### config.mk
export PLATFORM = sky130hd
export DESIGN_NAME = k_way_sorted_merge_top_flat
export DESIGN_NICKNAME = d
export VERILOG_FILES = /design/src/kwm_pkg.sv /design/src/kwm_if.sv /design/src/k_way_sorted_merge_top.sv /design/src/kwm_datapath.sv /design/src/kwm_ctrl.sv /design/src/flat_wrapper.sv
export SDC_FILE = /design/constraint.sdc
export NUM_CORES = 1
export LEC_CHECK = 0
export ABC_AREA = 1
export BUFFER_PORTS_ARGS = -buffer_cell sky130_fd_sc_hd__buf_4
export CORE_MARGIN = 3
export CORE_UTILIZATION = 55
export DETAILED_ROUTE_END_ITERATION = 8
export GPL_TIMING_DRIVEN = 0
export PLACE_DENSITY = 0.72
export SYNTH_ARGS = -nofsm -noshare
export SYNTH_HDL_FRONTEND = slang
export SYNTH_HIERARCHICAL = 1
export SYNTH_SLANG_ARGS = --single-unit
### constraint.sdc
create_clock -name clk_i -period 5.3 [get_ports clk_i]
set_input_delay 1.325 -clock clk_i [delete_from_list [all_inputs] [get_ports clk_i]]
set_output_delay 1.325 -clock clk_i [all_outputs]
set_load 0.02 [all_outputs]
### src/kwm_pkg.sv
package kwm_pkg;

  localparam int MAX_STREAMS = 8;
  localparam int VALUE_BITS  = 32;
  localparam int STREAM_W    = 3;
  localparam int CFG_W       = 4;
  localparam int SLOT_W      = (MAX_STREAMS > 1) ? $clog2(MAX_STREAMS) : 1;
  localparam int COUNT_W     = $clog2(MAX_STREAMS + 1);
  localparam int LEAVES      = 2 ** SLOT_W;
  localparam int TREE_LEVELS = SLOT_W;
  localparam int SETTLE_W    = $clog2(TREE_LEVELS + 1);
  localparam logic [CFG_W-1:0] CFG_RESET = CFG_W'(8);

  typedef struct packed {
    logic                         valid;
    logic signed [VALUE_BITS-1:0] value;
    logic [STREAM_W-1:0]          stream;
    logic [SLOT_W-1:0]            slot;
  } node_t;

  // commands from the controller to the datapath
  typedef struct packed {
    logic load_push;
    logic merge_replace;
    logic merge_drop;
    logic capture;
  } cmd_t;

  // status from the datapath to the controller
  typedef struct packed {
    logic root_valid;
    logic stream_match;
    logic out_free;
  } stat_t;

  // smaller value wins, equal values go to the lower stream
  function automatic node_t pick_min(node_t a, node_t b);
    node_t r;
    r = b;
    if (a.valid && (!b.valid || a.value < b.value ||
                    (a.value == b.value && a.stream < b.stream))) begin
      r = a;
    end
    return r;
  endfunction

endpackage

### src/kwm_if.sv
interface kwm_in_if;
  logic                                 valid;
  logic                                 ready;
  logic [kwm_pkg::STREAM_W-1:0]         stream_index;
  logic signed [kwm_pkg::VALUE_BITS-1:0] element_value;
  logic                                 stream_end;

  modport source (output valid, output stream_index, output element_value,
                  output stream_end, input ready);
  modport sink (input valid, input stream_index, input element_value,
                input stream_end, output ready);
endinterface

interface kwm_out_if;
  logic                                 valid;
  logic                                 ready;
  logic signed [kwm_pkg::VALUE_BITS-1:0] merged_value;
  logic [kwm_pkg::STREAM_W-1:0]         source_stream;
  logic                                 merge_done;

  modport source (output valid, output merged_value, output source_stream,
                  output merge_done, input ready);
  modport sink (input valid, input merged_value, input source_stream,
                input merge_done, output ready);
endinterface

### src/k_way_sorted_merge_top.sv
// k-way sorted merge of up to eight ascending streams of signed 32-bit values
// in_i  : requests carry stream_index, element_value and stream_end
// out_o : results carry merged_value, source_stream and merge_done
// cfg   : cfg_we_i writes streams_in_use (reset 8) from cfg_data_i
// load phase: streams 0, 1, ... send their first element or an end marker in
// turn; out-of-turn requests are taken and dropped
// merge phase: each result names the stream whose next request is expected;
// requests from other streams are taken and dropped
// a request that updates a head passes through the three-level registered min
// tree before its result is captured; in_i.ready stays low meanwhile, so the
// next request is taken only after that result has been captured
// a done result (value 0, stream 0) ends the merge; later requests are
// consumed with no result until reset
// reset clears counts and returns to the load phase; head entries are
// written before use and need no clearing
// a stalled receiver holds the result register, the block waits before the
// next result but keeps taking the request that feeds it
module k_way_sorted_merge_top (
  input  logic                      clk_i,
  input  logic                      rst_ni,
  kwm_in_if.sink                    in_i,
  kwm_out_if.source                 out_o,
  input  logic                      cfg_we_i,
  input  logic [kwm_pkg::CFG_W-1:0] cfg_data_i
);
  import kwm_pkg::*;

  cmd_t  cmd;
  stat_t stat;

  kwm_ctrl u_ctrl (
    .clk_i      (clk_i),
    .rst_ni     (rst_ni),
    .cfg_we_i   (cfg_we_i),
    .cfg_data_i (cfg_data_i),
    .in_valid_i (in_i.valid),
    .in_ready_o (in_i.ready),
    .in_stream_i(in_i.stream_index),
    .in_end_i   (in_i.stream_end),
    .stat_i     (stat),
    .cmd_o      (cmd)
  );

  kwm_datapath u_dp (
    .clk_i       (clk_i),
    .rst_ni      (rst_ni),
    .cmd_i       (cmd),
    .stat_o      (stat),
    .in_stream_i (in_i.stream_index),
    .in_value_i  (in_i.element_value),
    .out_valid_o (out_o.valid),
    .out_ready_i (out_o.ready),
    .out_value_o (out_o.merged_value),
    .out_stream_o(out_o.source_stream),
    .out_done_o  (out_o.merge_done)
  );

`ifndef SYNTH
  a_one_cmd: assert property (@(posedge clk_i) disable iff (!rst_ni)
    $onehot0({cmd.load_push, cmd.merge_replace, cmd.merge_drop, cmd.capture}))
    else $error("more than one datapath command at once");

  a_capture_free: assert property (@(posedge clk_i) disable iff (!rst_ni)
    cmd.capture |-> stat.out_free)
    else $error("result captured over a pending result");

  a_update_accepted: assert property (@(posedge clk_i) disable iff (!rst_ni)
    (cmd.merge_replace || cmd.merge_drop) |->
      (in_i.valid && in_i.ready && stat.stream_match))
    else $error("head update without a matching request");

  a_done_empty: assert property (@(posedge clk_i) disable iff (!rst_ni)
    (out_o.valid && out_o.merge_done) |->
      (out_o.merged_value == '0 && out_o.source_stream == '0))
    else $error("done result carries a value");
`endif

endmodule

### src/kwm_datapath.sv
module kwm_datapath (
  input  logic                                  clk_i,
  input  logic                                  rst_ni,
  input  kwm_pkg::cmd_t                         cmd_i,
  output kwm_pkg::stat_t                        stat_o,
  input  logic [kwm_pkg::STREAM_W-1:0]          in_stream_i,
  input  logic signed [kwm_pkg::VALUE_BITS-1:0] in_value_i,
  output logic                                  out_valid_o,
  input  logic                                  out_ready_i,
  output logic signed [kwm_pkg::VALUE_BITS-1:0] out_value_o,
  output logic [kwm_pkg::STREAM_W-1:0]          out_stream_o,
  output logic                                  out_done_o
);
  import kwm_pkg::*;

  logic signed [VALUE_BITS-1:0] head_values_q [MAX_STREAMS];
  logic [STREAM_W-1:0]          head_streams_q [MAX_STREAMS];
  logic [COUNT_W-1:0]           live_count_q;
  logic [SLOT_W-1:0]            pend_slot_q;
  logic [STREAM_W-1:0]          pend_stream_q;
  logic [SLOT_W-1:0]            push_slot;
  logic [SLOT_W-1:0]            last_slot;
  logic [COUNT_W-1:0]           last_count;

  node_t leaf    [LEAVES];
  node_t node_q  [1:LEAVES-1];
  node_t all_nd  [1:2*LEAVES-1];
  node_t root;

  logic                         out_valid_q;
  logic signed [VALUE_BITS-1:0] out_value_q;
  logic [STREAM_W-1:0]          out_stream_q;
  logic                         out_done_q;
  logic                         out_free;

  assign push_slot  = live_count_q[SLOT_W-1:0];
  assign last_count = live_count_q - COUNT_W'(1);
  assign last_slot  = last_count[SLOT_W-1:0];

  for (genvar i = 0; i < LEAVES; i++) begin : g_leaf
    if (i < MAX_STREAMS) begin : g_used
      assign leaf[i].valid  = COUNT_W'(i) < live_count_q;
      assign leaf[i].value  = head_values_q[i];
      assign leaf[i].stream = head_streams_q[i];
      assign leaf[i].slot   = SLOT_W'(i);
    end else begin : g_pad
      assign leaf[i] = '0;
    end
  end

  always_comb begin
    for (int j = 1; j < 2 * LEAVES; j++) begin
      if (j < LEAVES) begin
        all_nd[j] = node_q[j];
      end else begin
        all_nd[j] = leaf[j - LEAVES];
      end
    end
  end

  assign root = all_nd[1];

  // each tree level is registered; the root settles once every level has updated
  always_ff @(posedge clk_i) begin
    for (int j = 1; j < LEAVES; j++) begin
      node_q[j] <= pick_min(all_nd[2*j], all_nd[2*j+1]);
    end
  end

  always_ff @(posedge clk_i) begin
    if (cmd_i.load_push) begin
      head_values_q[push_slot]  <= in_value_i;
      head_streams_q[push_slot] <= in_stream_i;
    end else if (cmd_i.merge_replace) begin
      head_values_q[pend_slot_q] <= in_value_i;
    end else if (cmd_i.merge_drop) begin
      head_values_q[pend_slot_q]  <= head_values_q[last_slot];
      head_streams_q[pend_slot_q] <= head_streams_q[last_slot];
    end
  end

  always_ff @(posedge clk_i or negedge rst_ni) begin
    if (!rst_ni) begin
      live_count_q <= '0;
    end else if (cmd_i.load_push) begin
      live_count_q <= live_count_q + COUNT_W'(1);
    end else if (cmd_i.merge_drop) begin
      live_count_q <= last_count;
    end
  end

  assign out_free = !out_valid_q || out_ready_i;

  always_ff @(posedge clk_i or negedge rst_ni) begin
    if (!rst_ni) begin
      out_valid_q <= 1'b0;
    end else if (cmd_i.capture) begin
      out_valid_q <= 1'b1;
    end else if (out_ready_i) begin
      out_valid_q <= 1'b0;
    end
  end

  always_ff @(posedge clk_i) begin
    if (cmd_i.capture) begin
      if (root.valid) begin
        out_value_q   <= root.value;
        out_stream_q  <= root.stream;
        out_done_q    <= 1'b0;
        pend_slot_q   <= root.slot;
        pend_stream_q <= root.stream;
      end else begin
        out_value_q  <= '0;
        out_stream_q <= '0;
        out_done_q   <= 1'b1;
      end
    end
  end

  assign stat_o.root_valid   = root.valid;
  assign stat_o.stream_match = in_stream_i == pend_stream_q;
  assign stat_o.out_free     = out_free;

  assign out_valid_o  = out_valid_q;
  assign out_value_o  = out_value_q;
  assign out_stream_o = out_stream_q;
  assign out_done_o   = out_done_q;

endmodule

### src/kwm_ctrl.sv
module kwm_ctrl (
  input  logic                          clk_i,
  input  logic                          rst_ni,
  input  logic                          cfg_we_i,
  input  logic [kwm_pkg::CFG_W-1:0]     cfg_data_i,
  input  logic                          in_valid_i,
  output logic                          in_ready_o,
  input  logic [kwm_pkg::STREAM_W-1:0]  in_stream_i,
  input  logic                          in_end_i,
  input  kwm_pkg::stat_t                stat_i,
  output kwm_pkg::cmd_t                 cmd_o
);
  import kwm_pkg::*;

  typedef enum logic [1:0] {
    ST_LOAD,
    ST_SETTLE,
    ST_MERGE,
    ST_DONE
  } state_e;

  state_e              state_q;
  logic [CFG_W-1:0]    cfg_q;
  logic [COUNT_W-1:0]  load_cnt_q;
  logic [SETTLE_W-1:0] settle_q;
  logic [COUNT_W-1:0]  eff_n;
  logic [COUNT_W-1:0]  load_next;
  logic                accept;
  logic                in_turn;
  logic                load_open;

  always_comb begin
    if (cfg_q == '0) begin
      eff_n = COUNT_W'(1);
    end else if (int'(cfg_q) > MAX_STREAMS) begin
      eff_n = COUNT_W'(MAX_STREAMS);
    end else begin
      eff_n = COUNT_W'(cfg_q);
    end
  end

  assign in_ready_o = state_q != ST_SETTLE;
  assign accept     = in_valid_i && in_ready_o;
  assign load_open  = load_cnt_q < eff_n;
  assign in_turn    = int'(in_stream_i) == int'(load_cnt_q);
  assign load_next  = load_cnt_q + COUNT_W'(1);

  always_comb begin
    cmd_o = '0;
    case (state_q)
      ST_LOAD: begin
        cmd_o.load_push = accept && load_open && in_turn && !in_end_i;
      end
      ST_SETTLE: begin
        cmd_o.capture = settle_q == '0 && stat_i.out_free;
      end
      ST_MERGE: begin
        cmd_o.merge_replace = accept && stat_i.stream_match && !in_end_i;
        cmd_o.merge_drop    = accept && stat_i.stream_match && in_end_i;
      end
      default: begin
        cmd_o = '0;
      end
    endcase
  end

  always_ff @(posedge clk_i or negedge rst_ni) begin
    if (!rst_ni) begin
      state_q    <= ST_LOAD;
      cfg_q      <= CFG_RESET;
      load_cnt_q <= '0;
      settle_q   <= '0;
    end else begin
      if (cfg_we_i) begin
        cfg_q <= cfg_data_i;
      end
      case (state_q)
        ST_LOAD: begin
          if (accept) begin
            if (!load_open) begin
              // count lowered to or below what was loaded: drop this request
              state_q  <= ST_SETTLE;
              settle_q <= SETTLE_W'(TREE_LEVELS);
            end else if (in_turn) begin
              load_cnt_q <= load_next;
              if (load_next >= eff_n) begin
                state_q  <= ST_SETTLE;
                settle_q <= SETTLE_W'(TREE_LEVELS);
              end
            end
          end
        end
        ST_SETTLE: begin
          if (settle_q != '0) begin
            settle_q <= settle_q - SETTLE_W'(1);
          end else if (stat_i.out_free) begin
            state_q <= stat_i.root_valid ? ST_MERGE : ST_DONE;
          end
        end
        ST_MERGE: begin
          if (accept && stat_i.stream_match) begin
            state_q  <= ST_SETTLE;
            settle_q <= SETTLE_W'(TREE_LEVELS);
          end
        end
        ST_DONE: begin
          state_q <= ST_DONE;
        end
        default: begin
          state_q <= ST_LOAD;
        end
      endcase
    end
  end

endmodule
### src/flat_wrapper.sv
// flat-port wrapper written by rule: the top's interface ports become plain ports
module k_way_sorted_merge_top_flat import kwm_pkg::*;
  (clk_i, rst_ni, cfg_we_i, cfg_data_i, in_i_valid, in_i_stream_index, in_i_element_value, in_i_stream_end, in_i_ready, out_o_valid, out_o_merged_value, out_o_source_stream, out_o_merge_done, out_o_ready);
  kwm_in_if in_i_i ();
  kwm_out_if out_o_i ();
  input  logic clk_i;
  input  logic rst_ni;
  input  logic cfg_we_i;
  input  logic [kwm_pkg::CFG_W-1:0] cfg_data_i;
  input wire logic [$bits(in_i_i.valid)-1:0] in_i_valid;
  input wire logic [$bits(in_i_i.stream_index)-1:0] in_i_stream_index;
  input wire logic [$bits(in_i_i.element_value)-1:0] in_i_element_value;
  input wire logic [$bits(in_i_i.stream_end)-1:0] in_i_stream_end;
  output wire logic [$bits(in_i_i.ready)-1:0] in_i_ready;
  output wire logic [$bits(out_o_i.valid)-1:0] out_o_valid;
  output wire logic [$bits(out_o_i.merged_value)-1:0] out_o_merged_value;
  output wire logic [$bits(out_o_i.source_stream)-1:0] out_o_source_stream;
  output wire logic [$bits(out_o_i.merge_done)-1:0] out_o_merge_done;
  input wire logic [$bits(out_o_i.ready)-1:0] out_o_ready;
  assign in_i_i.valid = in_i_valid;
  assign in_i_i.stream_index = in_i_stream_index;
  assign in_i_i.element_value = in_i_element_value;
  assign in_i_i.stream_end = in_i_stream_end;
  assign in_i_ready = in_i_i.ready;
  assign out_o_valid = out_o_i.valid;
  assign out_o_merged_value = out_o_i.merged_value;
  assign out_o_source_stream = out_o_i.source_stream;
  assign out_o_merge_done = out_o_i.merge_done;
  assign out_o_i.ready = out_o_ready;
  k_way_sorted_merge_top u_core (.clk_i(clk_i), .rst_ni(rst_ni), .in_i(in_i_i), .out_o(out_o_i), .cfg_we_i(cfg_we_i), .cfg_data_i(cfg_data_i));
endmodule
==> impl_metrics.env <==
export IMPL_synth_nets=3598
export IMPL_period_share_pct=88.7
export IMPL_synth_top_family_by_area="simple AND/OR/NAND/NOR gates"
export IMPL_final_min_clock_period_ns=4.70
export IMPL_grt_use_total_pct=34.6
export IMPL_synth_edf_count=322
export IMPL_synthMuxAreaShare_pct=0.0381
export IMPL_numCtsBuffers=66
export IMPL_clock_sinks=602
export IMPL_endpoint_kind="flip-flop"
export IMPL_min_to="u_core/u_dp/pend_slot_q[0]"
export IMPL_min_path_type="reg -> reg"
export IMPL_grt_pass1_wl_mm=145
export IMPL_dp_final_hpwl_mm=73.9
export IMPL_port_buffers=82
export IMPL_dieArea_um2=56600
export IMPL_synth_compound_area_share_pct=8.94
export IMPL_slew_viol_final=0
export IMPL_vias_per_cell=5.87
export IMPL_reg2reg_depth=9
export IMPL_startpoint_type="flip-flop"
export IMPL_area_delta_synth_final_pct=12.9
export IMPL_cp_required_ns=5.56
export IMPL_hold_slack_ns=0.404
export IMPL_fillers=4388
export IMPL_grt_start_max_net_pins=23
export IMPL_die_w_um=238
export IMPL_crit_fanout=10
export IMPL_grt_antenna_before_repair=5
export IMPL_synth_xor_area_share_pct=0.292
export IMPL_clockBufferDepth=3
export IMPL_ys_seq_area_share_pct=52.0
export IMPL_cts_setup_buffers=0
export IMPL_drive_gt1_share_pct=8.05
export IMPL_reg2reg_slack_ns=0.60
export IMPL_yosysWarnings=6
export IMPL_fmax_ghz=0.213
export IMPL_worstSetupPathType="reg -> reg"
export IMPL_slew_headroom_pct=10.1
export IMPL_placeableCoreArea_um2=52900
export IMPL_postSynthAreaPerCell_um2=8.95
export IMPL_finalClockSkew_ns=0.0284
export IMPL_grt_pass1_vias=23461
export IMPL_worstHoldPathCells=0
export IMPL_yosys_area_top_type="edfxtp_1"
export IMPL_n_antenna_cell=0
export IMPL_worst_pin_slew_ns=1.34
export IMPL_r2r_start="u_core/u_dp/live_count_q[0]"
export IMPL_setup_viol=0
export IMPL_ir_worst_vdd_uv=392
export IMPL_via_count=24670
export IMPL_insertion_delay_ns=0.62
export IMPL_drc_errors=0
export IMPL_synth_seq_cells=602
export IMPL_post_cts_resized=0
export IMPL_status="completed"
export IMPL_synthSimpleGateAreaFrac_pct=20.7
export IMPL_syn_inst=3302
export IMPL_p_per_area_nw_per_um2=526
export IMPL_r2r_end="u_core/u_dp/head_streams_q[3][1]"
export IMPL_synth_top_area_share_pct=32.7
export IMPL_hold_viol_final=0
export IMPL_root_buffer="clkbuf_16"
export IMPL_cts_hold_buf=0
export IMPL_seq_area_um2=15400
export IMPL_cap_violations=0
export IMPL_synthDistinctLibCells=43
export IMPL_ios=83
export IMPL_gp_congestion=0.965
export IMPL_wirelength_mm=99.0
export IMPL_fp_dieH_um=238
export IMPL_htreeDepth=3
export IMPL_leakage_uw=0.0157
export IMPL_netlist_top_cells_area="edfxtp_1 (33%), dfxtp_1 (18%), nand2_1 (13%)"
export IMPL_yosys_area_share_adder_pct=10.6
export IMPL_route_antenna_remaining_nets=0
export IMPL_grt_overflow=0
export IMPL_async_flop_share_pct=2.82
export IMPL_drt_pass1_iter_count=6
export IMPL_start_util_pct=55.9
export IMPL_worst_ep_arrival_time_ns=4.96
export IMPL_synthesis_area_um2=29600
export IMPL_synthFlopType="edfxtp_1"
export IMPL_drtIter0Drc=3046
export IMPL_final_nets=3759
export IMPL_path_clk_slew_ns=0.06
export IMPL_multi_input_area_um2=12100
export IMPL_setup_tns_ns=0
export IMPL_rows=84
export IMPL_cts_tree="done"
export IMPL_rsz0062_at_grt="no"
export IMPL_worstHoldStart="u_core/u_dp/node_q[0][0]"
export IMPL_routedWlPerCell_um=23.5
## registers in the layout, indices dropped and copies added, names as in the netlist
register and cells:
u_core/u_ctrl/cfg_q 4, u_core/u_ctrl/load_cnt_q 4, u_core/u_ctrl/settle_q 2, u_core/u_ctrl/state_q 2
u_core/u_dp/head_streams_q 24, u_core/u_dp/head_values_q 256, u_core/u_dp/live_count_q 4, u_core/u_dp/node_q 263
u_core/u_dp/out_done_o 1, u_core/u_dp/out_stream_o 3, u_core/u_dp/out_valid_o 1, u_core/u_dp/out_value_o 32
u_core/u_dp/pend_slot_q 3, u_core/u_dp/pend_stream_q 3
## synthesized netlist by cell type, types with 2 or more instances
library cell  instances
nand2_1            1001
inv_1               403
nand3_1             323
edfxtp_1            322
dfxtp_1             263
ha_1                251
o211ai_1            133
a21oi_1             110
o21ai_0             108
nor2_1               90
clkbuf_1             76
o21a_1               47
buf_2                28
dfrtp_1              16
buf_1                15
nand4_1              12
nor3_1               10
a21o_1                9
buf_4                 9
buf_6                 8
inv_2                 8
xor2_1                8
nand2_2               7
o21ai_1               6
nand3_2               5
nor2_4                5
a21boi_0              4
o221ai_1              3
a21oi_4               2
a31oi_1               2
and3_1                2
clkinv_1              2
nand2_4               2
nand3_4               2
nor2_2                2
## per-stage QoR
step | power (uW) | cell area, um^2 | setup WS, ns | utilization (%) | cells
after global routing | 18400 | 33400 | 0.621 | 63.1 | 4205
after floorplan | 10200 | 29600 | 0.458 | - | 3302
final | 17500 | 33400 | 0.599 | 63.1 | 4205
after CTS | 17400 | 33400 | 0.816 | 63.1 | 4205
after detailed placement | 13000 | 31300 | 0.433 | 59.2 | 4083
after global placement | 12700 | 31000 | -1.62 | 58.7 | 4072
## area by class of cell
type / instances / share of cell area, %
multi-input combinational: 2151 / 36.2
clock buffer: 96 / 5.65
tap: 688 / 2.58
sequential: 602 / 46.0
clock inverter: 26 / 0.577
buffer: 136 / 1.92
timing repair buffer: 93 / 2.43
inverter: 413 / 4.65
## layout by cell type, fill, tap and decap left out, types with 4 or more instances in the layout
master     netlist  layout
clkinv_1         2       7
dfrtp_1         16      16
buf_12           0       8
nand2_2          7       7
clkinv_2         0      12
nor3_1          10       9
a21boi_0         4       4
inv_2            8       8
a21oi_1        110     110
o21ai_1          6       6
dfxtp_1        263     263
buf_6            8      11
inv_6            0       4
xor2_1           8       8
nand3_1        323     323
o211ai_1       133     133
a21o_1           9       9
nor2_4           5      13
buf_4            9      91
clkbuf_16        0      67
nor2_1          90      82
o21a_1          47      47
clkbuf_8         0      10
nand3_2          5       5
inv_1          403     403
nand4_1         12      12
edfxtp_1       322     322
o21ai_0        108     108
buf_1           15      15
buf_2           28      28
ha_1           251     251
nand2_1       1001    1001
clkbuf_1        76      95
## report_power, final
part	internal [uW]	switching [uW]
combinational	1930	4960
sequential	5800	451
clock	2540	1870
## kinds of logic (layout without fill, tap and decap cells)
group | after synthesis | in the layout
and+or+nand+nor | 1466 | 1466
adders and majority gates | 251 | 251
DFF | 602 | 602
buffers and inverters | 549 | 764
AOI/OAI and AO/OA | 424 | 424
muxes | 1 | 1
xor gates and xnor gates | 9 | 9
## worst max-delay path by stage
stage | slack [ns] | start | to
finish | 0.60 | u_core/u_dp/live_count_q[0] | u_core/u_dp/head_streams_q[3][1]
global route | 0.62 | u_core/u_dp/live_count_q[0] | u_core/u_dp/head_streams_q[1][1]
CTS | 0.82 | u_core/u_dp/live_count_q[0] | u_core/u_dp/head_streams_q[3][1]
detailed placement | 0.43 | in_i_stream_index[2] | u_core/u_dp/head_streams_q[2][0]
global placement | -1.62 | in_i_stream_index[1] | u_core/u_dp/head_values_q[1][11]
floorplan | 0.46 | out_o_ready | u_core/u_dp/pend_slot_q[0]
## worst max-delay path, cell delays in order (launching register included)
cell	delay, ns
dfrtp_1	0.41
buf_2	0.26
clkinv_1	0.31
buf_1	0.35
ha_1	0.39
clkbuf_1	0.85
clkbuf_1	0.94
o21ai_0	0.32
o211ai_1	0.23
nand2_1	0.28
## metal layers
metal	wire length (um)	track usage (%)	vias to the layer above
met5	23	0	-
li1	-	-	11323
met2	43900	54.0	1452
met1	39900	47.3	11639
met3	11300	8.52	252
met4	3870	12.6	4
(Power assumes the default switching activity.)
